**src/sv/acls_pkg.sv**
```systemverilog
`default_nettype none
package acls_pkg;

  localparam int TYPE_W    = 32;
  localparam int CREATOR_W = 32;
  localparam int IDENT_W   = 16;
  localparam int FILL_W    = 32;
  localparam int SLOT_W    = 5;

  localparam logic OP_LOOKUP = 1'b0;
  localparam logic OP_INSERT = 1'b1;

  // controller to datapath
  typedef struct packed {
    logic load;
    logic match;
    logic encode;
    logic scan_init;
    logic scan_step;
    logic write_line;
    logic touch;
    logic out_load;
  } acls_cmd_t;

  // datapath to controller
  typedef struct packed {
    logic op;
    logic hit_any;
    logic free_any;
    logic scan_last;
  } acls_status_t;

endpackage
`default_nettype wire

```
**src/sv/acls_ctrl.sv**
```systemverilog
`default_nettype none
module acls_ctrl (
  input  wire logic                   clk,
  input  wire logic                   rst,
  input  wire logic                   in_valid,
  output logic                        in_ready,
  output logic                        out_valid,
  input  wire logic                   out_ready,
  output acls_pkg::acls_cmd_t         cmd,
  input  wire acls_pkg::acls_status_t stat
);
  import acls_pkg::*;

  typedef enum logic [3:0] {
    S_IDLE,
    S_MATCH,
    S_ENCODE,
    S_DECIDE,
    S_SCAN,
    S_SCAN_END,
    S_WRITE,
    S_TOUCH,
    S_FINISH
  } state_t;

  state_t state, state_next;
  logic   out_valid_next;

  always_comb begin
    cmd        = '0;
    state_next = state;
    in_ready   = (state == S_IDLE);
    case (state)
      S_IDLE: begin
        if (in_valid) begin
          cmd.load   = 1'b1;
          state_next = S_MATCH;
        end
      end
      S_MATCH: begin
        cmd.match  = 1'b1;
        state_next = S_ENCODE;
      end
      S_ENCODE: begin
        cmd.encode = 1'b1;
        state_next = S_DECIDE;
      end
      S_DECIDE: begin
        if (stat.op == OP_LOOKUP) begin
          state_next = stat.hit_any ? S_TOUCH : S_FINISH;
        end else if (stat.free_any) begin
          state_next = S_WRITE;
        end else begin
          cmd.scan_init = 1'b1;
          state_next    = S_SCAN;
        end
      end
      S_SCAN: begin
        cmd.scan_step = 1'b1;
        if (stat.scan_last) begin
          state_next = S_SCAN_END;
        end
      end
      // last stamp compare lands here
      S_SCAN_END: state_next = S_WRITE;
      S_WRITE: begin
        cmd.write_line = 1'b1;
        state_next     = S_FINISH;
      end
      S_TOUCH: begin
        cmd.touch  = 1'b1;
        state_next = S_FINISH;
      end
      S_FINISH: begin
        if (!out_valid || out_ready) begin
          cmd.out_load = 1'b1;
          state_next   = S_IDLE;
        end
      end
      default: state_next = S_IDLE;
    endcase
    out_valid_next = (out_valid && !out_ready) || cmd.out_load;
  end

  always_ff @(posedge clk) begin
    if (rst) begin
      state     <= S_IDLE;
      out_valid <= 1'b0;
    end else begin
      state     <= state_next;
      out_valid <= out_valid_next;
    end
  end

endmodule
`default_nettype wire

```
**config.mk**
```make
export PLATFORM = sky130hd
export DESIGN_NAME = acls_ctrl
export DESIGN_NICKNAME = d
export VERILOG_FILES = /design/src/sv/acls_pkg.sv /design/src/sv/acls_ctrl.sv
export SDC_FILE = /design/constraint.sdc
export NUM_CORES = 1
export LEC_CHECK = 0
export BUFFER_PORTS_ARGS = -buffer_cell sky130_fd_sc_hd__buf_2
export CAP_MARGIN = 30
export CORE_AREA = 3 3 40 42
export DETAILED_ROUTE_END_ITERATION = 16
export DIE_AREA = 0 0 43 45
export PLACE_DENSITY_LB_ADDON = 0.05
export REMOVE_ABC_BUFFERS = 1
export SETUP_SLACK_MARGIN = 0.3
export SLEW_MARGIN = 20
export SYNTH_ARGS = -nofsm -noshare
export SYNTH_HDL_FRONTEND = slang
export SYNTH_SLANG_ARGS = --single-unit
```
**constraint.sdc**
```tcl
create_clock -name clk -period 2.1 [get_ports clk]
set_clock_uncertainty 0.05 [all_clocks]
set_input_delay 0.63 -clock clk [delete_from_list [all_inputs] [get_ports clk]]
set_output_delay 0.63 -clock clk [all_outputs]
set_load 0.02 [all_outputs]
```
After elaboration in Yosys (flattened, before gate mapping)
Index checks and enable logic that the tools add are counted.
- flip-flop bits (word level): 5
- output and inout port bits: 10
- logic and storage cells: 40
- multiplexer cells: 19
- reduce and logical (&&, ||, !) cells: 8
- equality and inequality tests: 11
- operators with widths (operator ; number):
    $pmux 4 s8 ; 1
    $mux 4 ; 5
    $eq 4x3->1 const B ; 4
    $mux 1 ; 12
    $eq 4x2->1 const B ; 2
    $ne 2x2->1 const B ; 3
    $eq 4x1->1 const B ; 1
    $eq 4x4->1 const B ; 1
    $logic_not 4->1 ; 1
    $reduce_and 3->1 ; 1
    $logic_not 1->1 ; 2
    $logic_or 1x1->1 ; 2
    $mux 2 ; 1
    $reduce_or 2->1 ; 1
    $logic_and 1x1->1 ; 1

Logic depth before layout (Yosys ltp)
Gate-level depths: netlist of run 1.
- depth in word-level cells: 5
- gate-level depth with buffers: 4
- mapped depth without buffers: 3

Least setup slack after synthesis of run 1
Ideal clock, no wire load.
- path kind: flip-flop to output port
- start: reg state[1]
- end: out cmd[7] (netlist bit)
- cell stages (with the launch flop): 4
- setup slack: -0.150 ns
- path buffers: 1
- arrival: 1.570 ns
- cells stage by stage: dfxtp_1 > buf_2 > nor4_1 > and2_1
- RTL lines (what ; RTL line ; RTL):
    from (decl) ; acls_ctrl.sv:26 ; state_t state, state_next;
    from (signal assigned) ; acls_ctrl.sv:90 ; state <= state_next;
    to (decl) ; acls_ctrl.sv:9 ; output acls_pkg::acls_cmd_t cmd,

==> metrics.yaml, run 1 <==
die_area_um2: 1935
portBuffers: 17
power_frac_comb: 0.387
hold_buffers: 0
clockRootBuffer: "clkbuf_4"
fmax_mhz: 481.0
die_x_um: 43
layout-drive-gt1-share: 0.6104
synth_warnings: 0
slew_headroom: 0.8211
first_pass_iters: 4
rows: 13
power_mw: 0.3463
synth-edff-count: 0
crit_path_end_kind: "primary output"
die_h_um: 45
switching_share: 0.2988
grt_pass1_vias: 363
vias: 453
post-route-util: 0.5414
worstReg2RegStart: "state[2]"
layout.nets: 86
routed_wl_mm: 1.147
synth_area_leaders: "dfxtp_1 (28%), nor2_1 (5.2%), nor4b_1 (4.8%), and2b_1 (4.2%), or4b_4 (3.8%)"
setup_violations: 0
clk_latency_ps: 240
finalCritPeriodShare: 0.9901
track_usage: 0.1159
critPathMaxFanout: 2
fin_tns_setup_ps: 0
cts.path.max_buffers: 2
grt_setup_unrepaired: "yes"
regToRegSetupSlack_ps: 630
cts_buffers: 3
synth_area_leader_cell: "dfxtp_1"
ir_drop_mv: 0.2101
power_per_cell_area_nw_per_um2: 497.8
fin_hold_ws_ps: 471.4
p_leak_nw: 0.3189
fillCellCount: 124
grt_overflow: 0
yosysTopAreaCellShare: 0.2768
drv_cap: 0
cts.sink_count: 5
hp-class: "register to register"
period_needed_ps: 2079
cp_data_arrival_time_ps: 1400
critPathRequiredTime_ps: 1420
critPathKind: "register to primary output"
ctsHtreeMaxLevel: 1
crit_start: "state[2]"
ys_ff_latch: 5
place_hpwl_um: 670.1
cts_tree: "yes"
fin_cells: 92
start_util: 0.2814
syn_area_um2: 361.6
place_inst: 76
routed_via_density: 4.924
power.switching_mw: 0.1035
ant_nets: 0
n_antenna_cell: 0
p_int_mw: 0.2429
synth_area_per_cell_um2: 8.218
drc: 0
synth_cell_types: 28
synth_common_cells: "dfxtp_1 (5), nor2_1 (5)"
core-area_um2: 1285
antenna_found_initial: 0
hold_start: "out_valid"
synth_flop_cell: "dfxtp_1"
ys_async_sr_fraction: 0
yosysSeqAreaShare: 0.2768
grt_max_degree: 12
drv_slew: 0
ios: 18
drtIter0Drc: 7
post_drt_wl_per_cell_um: 12.47
syn_inst: 44
routabilityCongestion: 0.6468
grt_pass1_wl_mm: 1.621
synthToLayoutAreaGrowth_pct: 92.39
pwr-share-clk: 0.313
sequentialPowerShare: 0.300
clkTransAtPathRegs_ps: 40
status: "completed"
cp-start-kind: "register"
hold_violations: 0
tightest_slew_ps: 268.4
[stage by stage]
stage | setup WS, ps | area (µm²)
after detailed placement | 247.9 | 470.5
after CTS | 21.06 | 606.8
after floorplan | -84.28 | 336.6
final | 20.85 | 695.7
after global routing | -15.12 | 695.7
after global placement | 248.4 | 470.5
[kinds of logic (layout without fill, tap and decap cells)]
logic type             Yosys count  in the layout  share of synthesized area
buffers and inverters            5             38                    0.07956
AOI/OAI and AO/OA                8              8                     0.1523
and+or+nand+nor                 24             24                     0.4326
DFF                              5              5                     0.2768
muxes                            2              2                    0.05882
[critical path, stage by stage, from the launching register on]
cell and delay, ps:
dfxtp_1 300, or4b_4 530, and2b_1 220, buf_6 110
[routing by layer]
layer  wire length [µm]  GRT usage
met5                  0          0
met4                 16    0.09036
met3                 74    0.03187
met2                569     0.1677
met1                487     0.1453
[state kept, by name (all words and copies together), names as in the netlist]
signal / count
state: 4
out_valid: 1
[power groups by stage]
stage,Clock [mW],Combinational (mW),Sequential [mW]
after floorplan,0,0.0438,0.111
after global placement,0,0.0849,0.104
after detailed placement,0,0.0845,0.104
after CTS,0.111,0.114,0.104
after global routing,0.121,0.144,0.104
final,0.108,0.134,0.104
[layout by cell type (no fill, tap or decap), drive strengths merged, types with 2 or more instances in the layout]
cell type | netlist | layout
nor2 | 5 | 5
o21ai | 2 | 2
dfxtp | 5 | 5
nor4b | 2 | 2
buf | 3 | 33
nor3 | 2 | 2
nand2b | 2 | 2
clkbuf | 1 | 4
or2 | 2 | 2
nand2 | 2 | 2
a21oi | 2 | 2
and2b | 2 | 2
[area by class of cell]
cell class | instances | area, µm² | area share
multi-input combinational | 34 | 297.8 | 0.4281
inverter | 1 | 3.754 | 0.005396
tap | 15 | 18.77 | 0.02698
clock buffer | 4 | 26.28 | 0.03777
sequential | 5 | 101.3 | 0.1457
timing repair buffer | 33 | 247.7 | 0.3561
[path summary, 6_finish.rpt]
kind / to / cells past startpoint
setup / recovery: cmd[0] / 3
hold / removal: out_valid / 2
setup reg to reg: state[3] / 4
hold reg to reg: out_valid / 2
[repair_timing]
item,CTS,global route
buffers inserted,4,8
pin swaps,4,2
cloned,0,0
setup endpoints to repair,8,9
hold endpoints to repair,0,0
gates resized for setup,18,7
Power figures use the tool's default switching activity.
==> inputs of run 2 (changes only) <==
==> constraint.sdc (replaced) <==
create_clock -name clk -period 1.85 [get_ports clk]
set_clock_uncertainty 0.05 [all_clocks]
set_input_delay 0.555 -clock clk [delete_from_list [all_inputs] [get_ports clk]]
set_output_delay 0.555 -clock clk [all_outputs]
set_load 0.02 [all_outputs]
==> run 2 against run 1 <==
Highest routed layer is now met3. Via count is 4.4% lower. Combinational power increased by 18%. Largest cell class unchanged. Critical path depth unchanged. Non-clock buffer count down 6. Final cell count fell by 6.5%. Count of clock-buffer cells in the layout fell by 1. The run now ends with negative setup slack left. Critical endpoint unchanged. Register-to-register slack worse by 230 ps. Hold slack gained 14 ps. Die area unchanged. Power rose by 17%.
==> metrics.yaml, run 2 (synthesis gave the netlist of run 1 again) <==
status: "finished with violations"
violations: "negative setup slack"
cp_data_arrival_time_ps: 1400  # about the same
critical-path-slowest-cell: "or4b_4"
grt_max_degree: 12  # unchanged
clkTransAtPathRegs_ps: 50  # about the same
n_antenna_cell: 0  # unchanged
layout-drive-gt1-share: 0.5915  # -0.01884
critPathKind: "register to primary output"
power_per_cell_area_nw_per_um2: 604.4  # +21%
cts_buffers: 3  # unchanged
ir_drop_mv: 0.3084  # +47%
drv_slew: 0  # unchanged
cts_tree: "yes"
critPathRequiredTime_ps: 1240  # -180 ps
largestRegisters: "state x4, out_valid x1"
critPathMaxFanout: 2  # unchanged
vias: 433  # -4.4%
track_usage: 0.1125  # -0.003430
fmax_mhz: 499.2
grt_overflow: 0  # unchanged
die_x_um: 43  # unchanged
drc: 0  # unchanged
post_drt_wl_per_cell_um: 12.47  # about the same
clockRootBuffer: "clkbuf_4"
routed_via_density: 5.035  # +2.3%
ios: 18  # unchanged
die_h_um: 45  # unchanged
final_cell_mix: "buf_4 (11), buf_2 (9), buf_6 (6)"
cts.sink_count: 5  # unchanged
tightest_slew_ps: 254.7  # -13.62 ps
cp-start-kind: "register"
grt_pass1_wl_mm: 1.649  # +1.7%
hold_buffers: 0  # unchanged
place_hpwl_um: 683.4  # +2.0%
start_util: 0.2814  # unchanged
critPathTopFamily: "simple AND/OR/NAND/NOR gates"
routed_wl_mm: 1.072  # -6.5%
power_mw: 0.4038  # +17%
synthToLayoutAreaGrowth_pct: 84.78
die_area_um2: 1935  # unchanged
first_pass_iters: 4  # unchanged
slew_headroom: 0.8302  # +0.009079
core-area_um2: 1285  # unchanged
path_buf_inv: 1  # unchanged
p_leak_nw: 0.2932  # -8.1%
hp-class: "input port to register"
place_ws_ps: 68.82  # -179.0 ps
routabilityCongestion: 0.6659  # +3.0%
setup_ws_ps: -153.2  # -174.1 ps
layout.nets: 80  # -7.0%
final_common_cell: "buf_4"
fin_cells: 86  # -6.5%
ctsHtreeMaxLevel: 1  # unchanged
cts.path.max_buffers: 2  # unchanged
grt_util_met2: 0.1976  # +0.02994
crit_chain: "or4b_4 > and2b_1 > buf_6"
grtUsageMet1: 0.1353  # -0.01001
grt_setup_unrepaired: "yes"
setup_violations: 3  # +3
largest_reg_flops: 4  # unchanged
antenna_found_initial: 0  # unchanged
max_flop_register: "state"
portBuffers: 17  # unchanged
slowest_delay_ps: 530  # about the same
use_met3: 0.03984  # +0.007968
clk_latency_ps: 240  # about the same
crit_path_end_kind: "primary output"
busiest_layer: "met2"
period_needed_ps: 2003
ant_nets: 0  # unchanged
drv_cap: 0  # unchanged
finalCritPeriodShare: 1.083
fillCellCount: 123  # -0.81%
place_inst: 76  # unchanged
grt_pass1_vias: 381  # +5.0%
drtIter0Drc: 6  # -1
hold_violations: 0  # unchanged
rows: 13  # unchanged
-- run 2: cell types whose count changed in the layout (fill, tap and decap cells not counted), sizes merged --
cell    before  now
buf         33   27
clkbuf       4    3
clkinv       0    1
-- run 2: power breakdown --
part	leakage, nW	internal (mW)	total, mW	switching [mW]
logic	0.235	0.0856	0.158	0.0724
registers	0.0409	0.114	0.118	0.00358
clock network	0.0177	0.0784	0.128	0.0497
total	0.293	0.278	0.404	0.126
-- run 2: metal layers --
layer  up-vias  wire [µm]  share of wire
li1        218          -              -
met1       196        467           0.44
met2        19        534           0.50
met3         0         69          0.064
met4         0          0              0
met5         -          0              0
-- run 2: timing repair --
item	CTS	global route
gates resized for setup	19	6
pin swaps	2	0
setup buffers	3	3
cloned	0	0
endpoints found under the setup margin	9	9
-- run 2: layout make-up --
type	instances	area (µm²)	share of cell area
Sequential cell	5	101.3	0.1517
Clock inverter	1	5.005	0.007491
Inverter	1	3.754	0.005618
Tap cell	15	18.77	0.02809
Timing Repair Buffer	27	215.2	0.3221
Multi-Input combinational cell	34	301.5	0.4513
Clock buffer	3	22.52	0.03371
-- run 2: worst register-to-register path: stages (launching register included) --
cell	delay [ps]
dfxtp_1	300
or4b_4	530
buf_4	150
or2_0	220
a21oi_1	140
-- run 2: final timing paths --
check	from	endpoint	slack, ps	cells past startpoint
max	state[2]	cmd[0]	-150	3
min	rst	state[3]	490	2
max reg2reg	state[2]	state[3]	400	4
min reg2reg	out_valid	out_valid	490	2
-- run 2: per-stage QoR --
stage | hold WS, ps | area, µm² | TNS (ps) | utilization
2_1_floorplan | 522.9 | 336.6 | -345.1 | -
3_3_place_gp | 463.4 | 470.5 | 0 | 0.3661
3_5_place_dp | 465.5 | 470.5 | 0 | 0.3661
4_1_cts | 481.9 | 604.3 | -276.8 | 0.4703
5_1_grt | 481.1 | 668.1 | -554.4 | 0.5200
6_report | 485.7 | 668.1 | -284.1 | 0.5200
==> inputs of run 3 (changes only) <==
--- a/config.mk
+++ b/config.mk
@@ -7,9 +7,11 @@
 export LEC_CHECK = 0
 export BUFFER_PORTS_ARGS = -buffer_cell sky130_fd_sc_hd__buf_2
 export CAP_MARGIN = 30
-export CORE_AREA = 3 3 40 42
+export CELL_PAD_IN_SITES_DETAIL_PLACEMENT = 1
+export CELL_PAD_IN_SITES_GLOBAL_PLACEMENT = 1
+export CORE_MARGIN = 3
+export CORE_UTILIZATION = 26
 export DETAILED_ROUTE_END_ITERATION = 16
-export DIE_AREA = 0 0 43 45
 export PLACE_DENSITY_LB_ADDON = 0.05
 export REMOVE_ABC_BUFFERS = 1
 export SETUP_SLACK_MARGIN = 0.3
==> run 3 against run 2 <==
The flow still finishes with violations (negative setup slack). Count of clock-buffer cells in the layout rose by 1. Final cell count stayed put. Final area down 4.3%. Clock power increased by 9%. Critical path depth did not move. Largest power group is now the clock network. First-iteration DRC count is 17% lower. Hold slack worse by 7.5 ps. Sequential power barely moved. Via count increased by 3.0%. Setup slack worse by 45 ps. Register-to-register slack worse by 30 ps. Critical path type unchanged. Power is 3.6% lower.
==> metrics.yaml, run 3 (synthesis gave the netlist of run 1 again) <==
status: "finished with violations"
violations: "negative setup slack"
routed_wl_mm: 1.425  # +33%
layout-drive-gt1-share: 0.5556  # -0.03599
clockRootBuffer: "clkbuf_4"
hp-class: "input port to register"
setup_ws_ps: -198.2  # -44.98 ps
n_antenna_cell: 0  # unchanged
largestRegisters: "state x4, out_valid x1"
fin_tns_setup_ps: -488.8  # -204.7 ps
place_hpwl_um: 937.6  # +37%
worstReg2RegStart: "state[2]"
endpoint: "cmd[0]"
final_cell_mix: "buf_4 (12), buf_2 (10), buf_6 (6)"
track_usage: 0.1635  # +0.05104
sequentialPowerShare: 0.301  # +0.010
clkTransAtPathRegs_ps: 50  # about the same
setup_violations: 5  # +2
place_inst: 75  # -1.3%
fmax_mhz: 488.2  # -2.2%
layout.nets: 81  # +1.3%
cp-start-kind: "register"
drc: 0  # unchanged
p_leak_nw: 0.2906  # -0.90%
power_frac_comb: 0.341  # -0.050
core-area_um2: 1201  # -6.5%
critPathRequiredTime_ps: 1240  # about the same
hold_start: "rst"
fillCellCount: 151  # +23%
grt_setup_unrepaired: "yes"
power.switching_mw: 0.1293  # +2.9%
switching_share: 0.3323  # +0.02092
cp_data_arrival_time_ps: 1440  # +40 ps
fin_cells: 86  # unchanged
critPathKind: "register to primary output"
first_pass_iters: 3  # -1
critPathMaxFanout: 2  # unchanged
crit_path_end_kind: "primary output"
crit_chain: "or4b_4 > and2b_1 > buf_6"
routabilityCongestion: 0.6735  # +1.1%
r2r_end: "state[3]"
tightest_slew_ps: 238.6  # -16.17 ps
synthToLayoutAreaGrowth_pct: 76.82
regToRegSetupSlack_ps: 370  # -30 ps
grt_max_degree: 12  # unchanged
drv_slew: 0  # unchanged
slew_headroom: 0.8410  # +0.01078
die_x_um: 43.29  # +0.67%
power_per_cell_area_nw_per_um2: 608.7  # +0.72%
final_common_cell: "buf_4"
cts_buffers: 3  # unchanged
grt_overflow: 0  # unchanged
slowest_delay_ps: 510  # -20 ps
ctsHtreeMaxLevel: 1  # unchanged
max_flop_register: "state"
routed_via_density: 5.186  # +3.0%
die_h_um: 43.29  # -3.8%
post_drt_wl_per_cell_um: 16.57  # +33%
largest_reg_flops: 4  # unchanged
worstRegToRegCells: 4  # unchanged
post-route-util: 0.5323  # +0.01233
pwr-share-clk: 0.357  # +0.040
start_util: 0.3010  # +0.01964
p_int_mw: 0.2599  # -6.6%
hold_violations: 0  # unchanged
ir_drop_mv: 0.3810  # +24%
vias: 446  # +3.0%
finalCritPeriodShare: 1.107  # +0.02432
grt_pass1_wl_mm: 2.063  # +25%
crit_start: "state[2]"
grt_pass1_vias: 404  # +6.0%
drv_cap: 0  # unchanged
cts.path.max_buffers: 2  # unchanged
ios: 18  # unchanged
die_area_um2: 1874  # -3.2%
portBuffers: 17  # unchanged
critical-path-slowest-cell: "or4b_4"
period_needed_ps: 2048  # +44.98 ps
clk_latency_ps: 260  # +20 ps
cts.sink_count: 5  # unchanged
antenna_found_initial: 0  # unchanged
ant_nets: 0  # unchanged
drtIter0Drc: 5  # -1
power_mw: 0.3892  # -3.6%
rows: 12  # -1
cts_tree: "yes"
hold_buffers: 0  # unchanged
-- run 3: worst max-delay path, delay by kind of cell (launching register included) --
family	cells	cell delay (ps)
buffers and inverters	1	120
AND/OR/NAND/NOR	2	730
flip-flops	1	330
-- run 3: layer usage --
| metal | vias to the layer above | GRT usage | wire (µm) |
|---|---|---|---|
| li1 | 215 | - | - |
| met1 | 210 | 0.1613 | 595 |
| met2 | 16 | 0.2832 | 721 |
| met3 | 5 | 0.06780 | 74 |
| met4 | 0 | 0.09036 | 34 |
| met5 | - | 0 | 0 |
-- run 3: final cells by class --
type                       count  area (µm²)  area share
multi-input combinational     34       282.8      0.4423
inverter                       1       3.754    0.005871
sequential                     5       101.3      0.1585
timing repair buffer          28       207.7      0.3249
tap                           14       17.52     0.02740
clock buffer                   4       26.28     0.04110
-- run 3: how the worst min path moves through the flow --
stage | cells after the start | to
3_5_place_dp | 2 | out_valid
3_3_place_gp | 2 | out_valid
2_1_floorplan | 2 | out_valid
4_1_cts | 2 | state[3]
6_report | 2 | state[3]
5_1_grt | 2 | state[3]
-- run 3: metrics by stage --
step,setup slack [ps],instance area (µm²),hold WS (ps)
2_1_floorplan,-259.3,336.6,522.9
3_3_place_gp,80.54,469.2,446.6
3_5_place_dp,66.13,469.2,487.8
4_1_cts,-167.0,585.6,459.0
5_1_grt,-248.9,639.4,471.4
6_report,-198.2,639.4,478.2
-- run 3: what timing repair did --
action	4_1_cts	5_1_grt
gates cloned	0	0
buffers inserted	2	5
pin swaps	4	3
gates resized for setup	16	5
setup endpoints to repair	9	9
-- run 3: power groups by stage --
stage | clock network (mW) | registers, mW | logic, mW
5_1_grt | 0.153 | 0.118 | 0.143
6_report | 0.139 | 0.117 | 0.133
3_3_place_gp | 0 | 0.118 | 0.0945
2_1_floorplan | 0 | 0.126 | 0.0497
3_5_place_dp | 0 | 0.118 | 0.0986
4_1_cts | 0.134 | 0.117 | 0.121
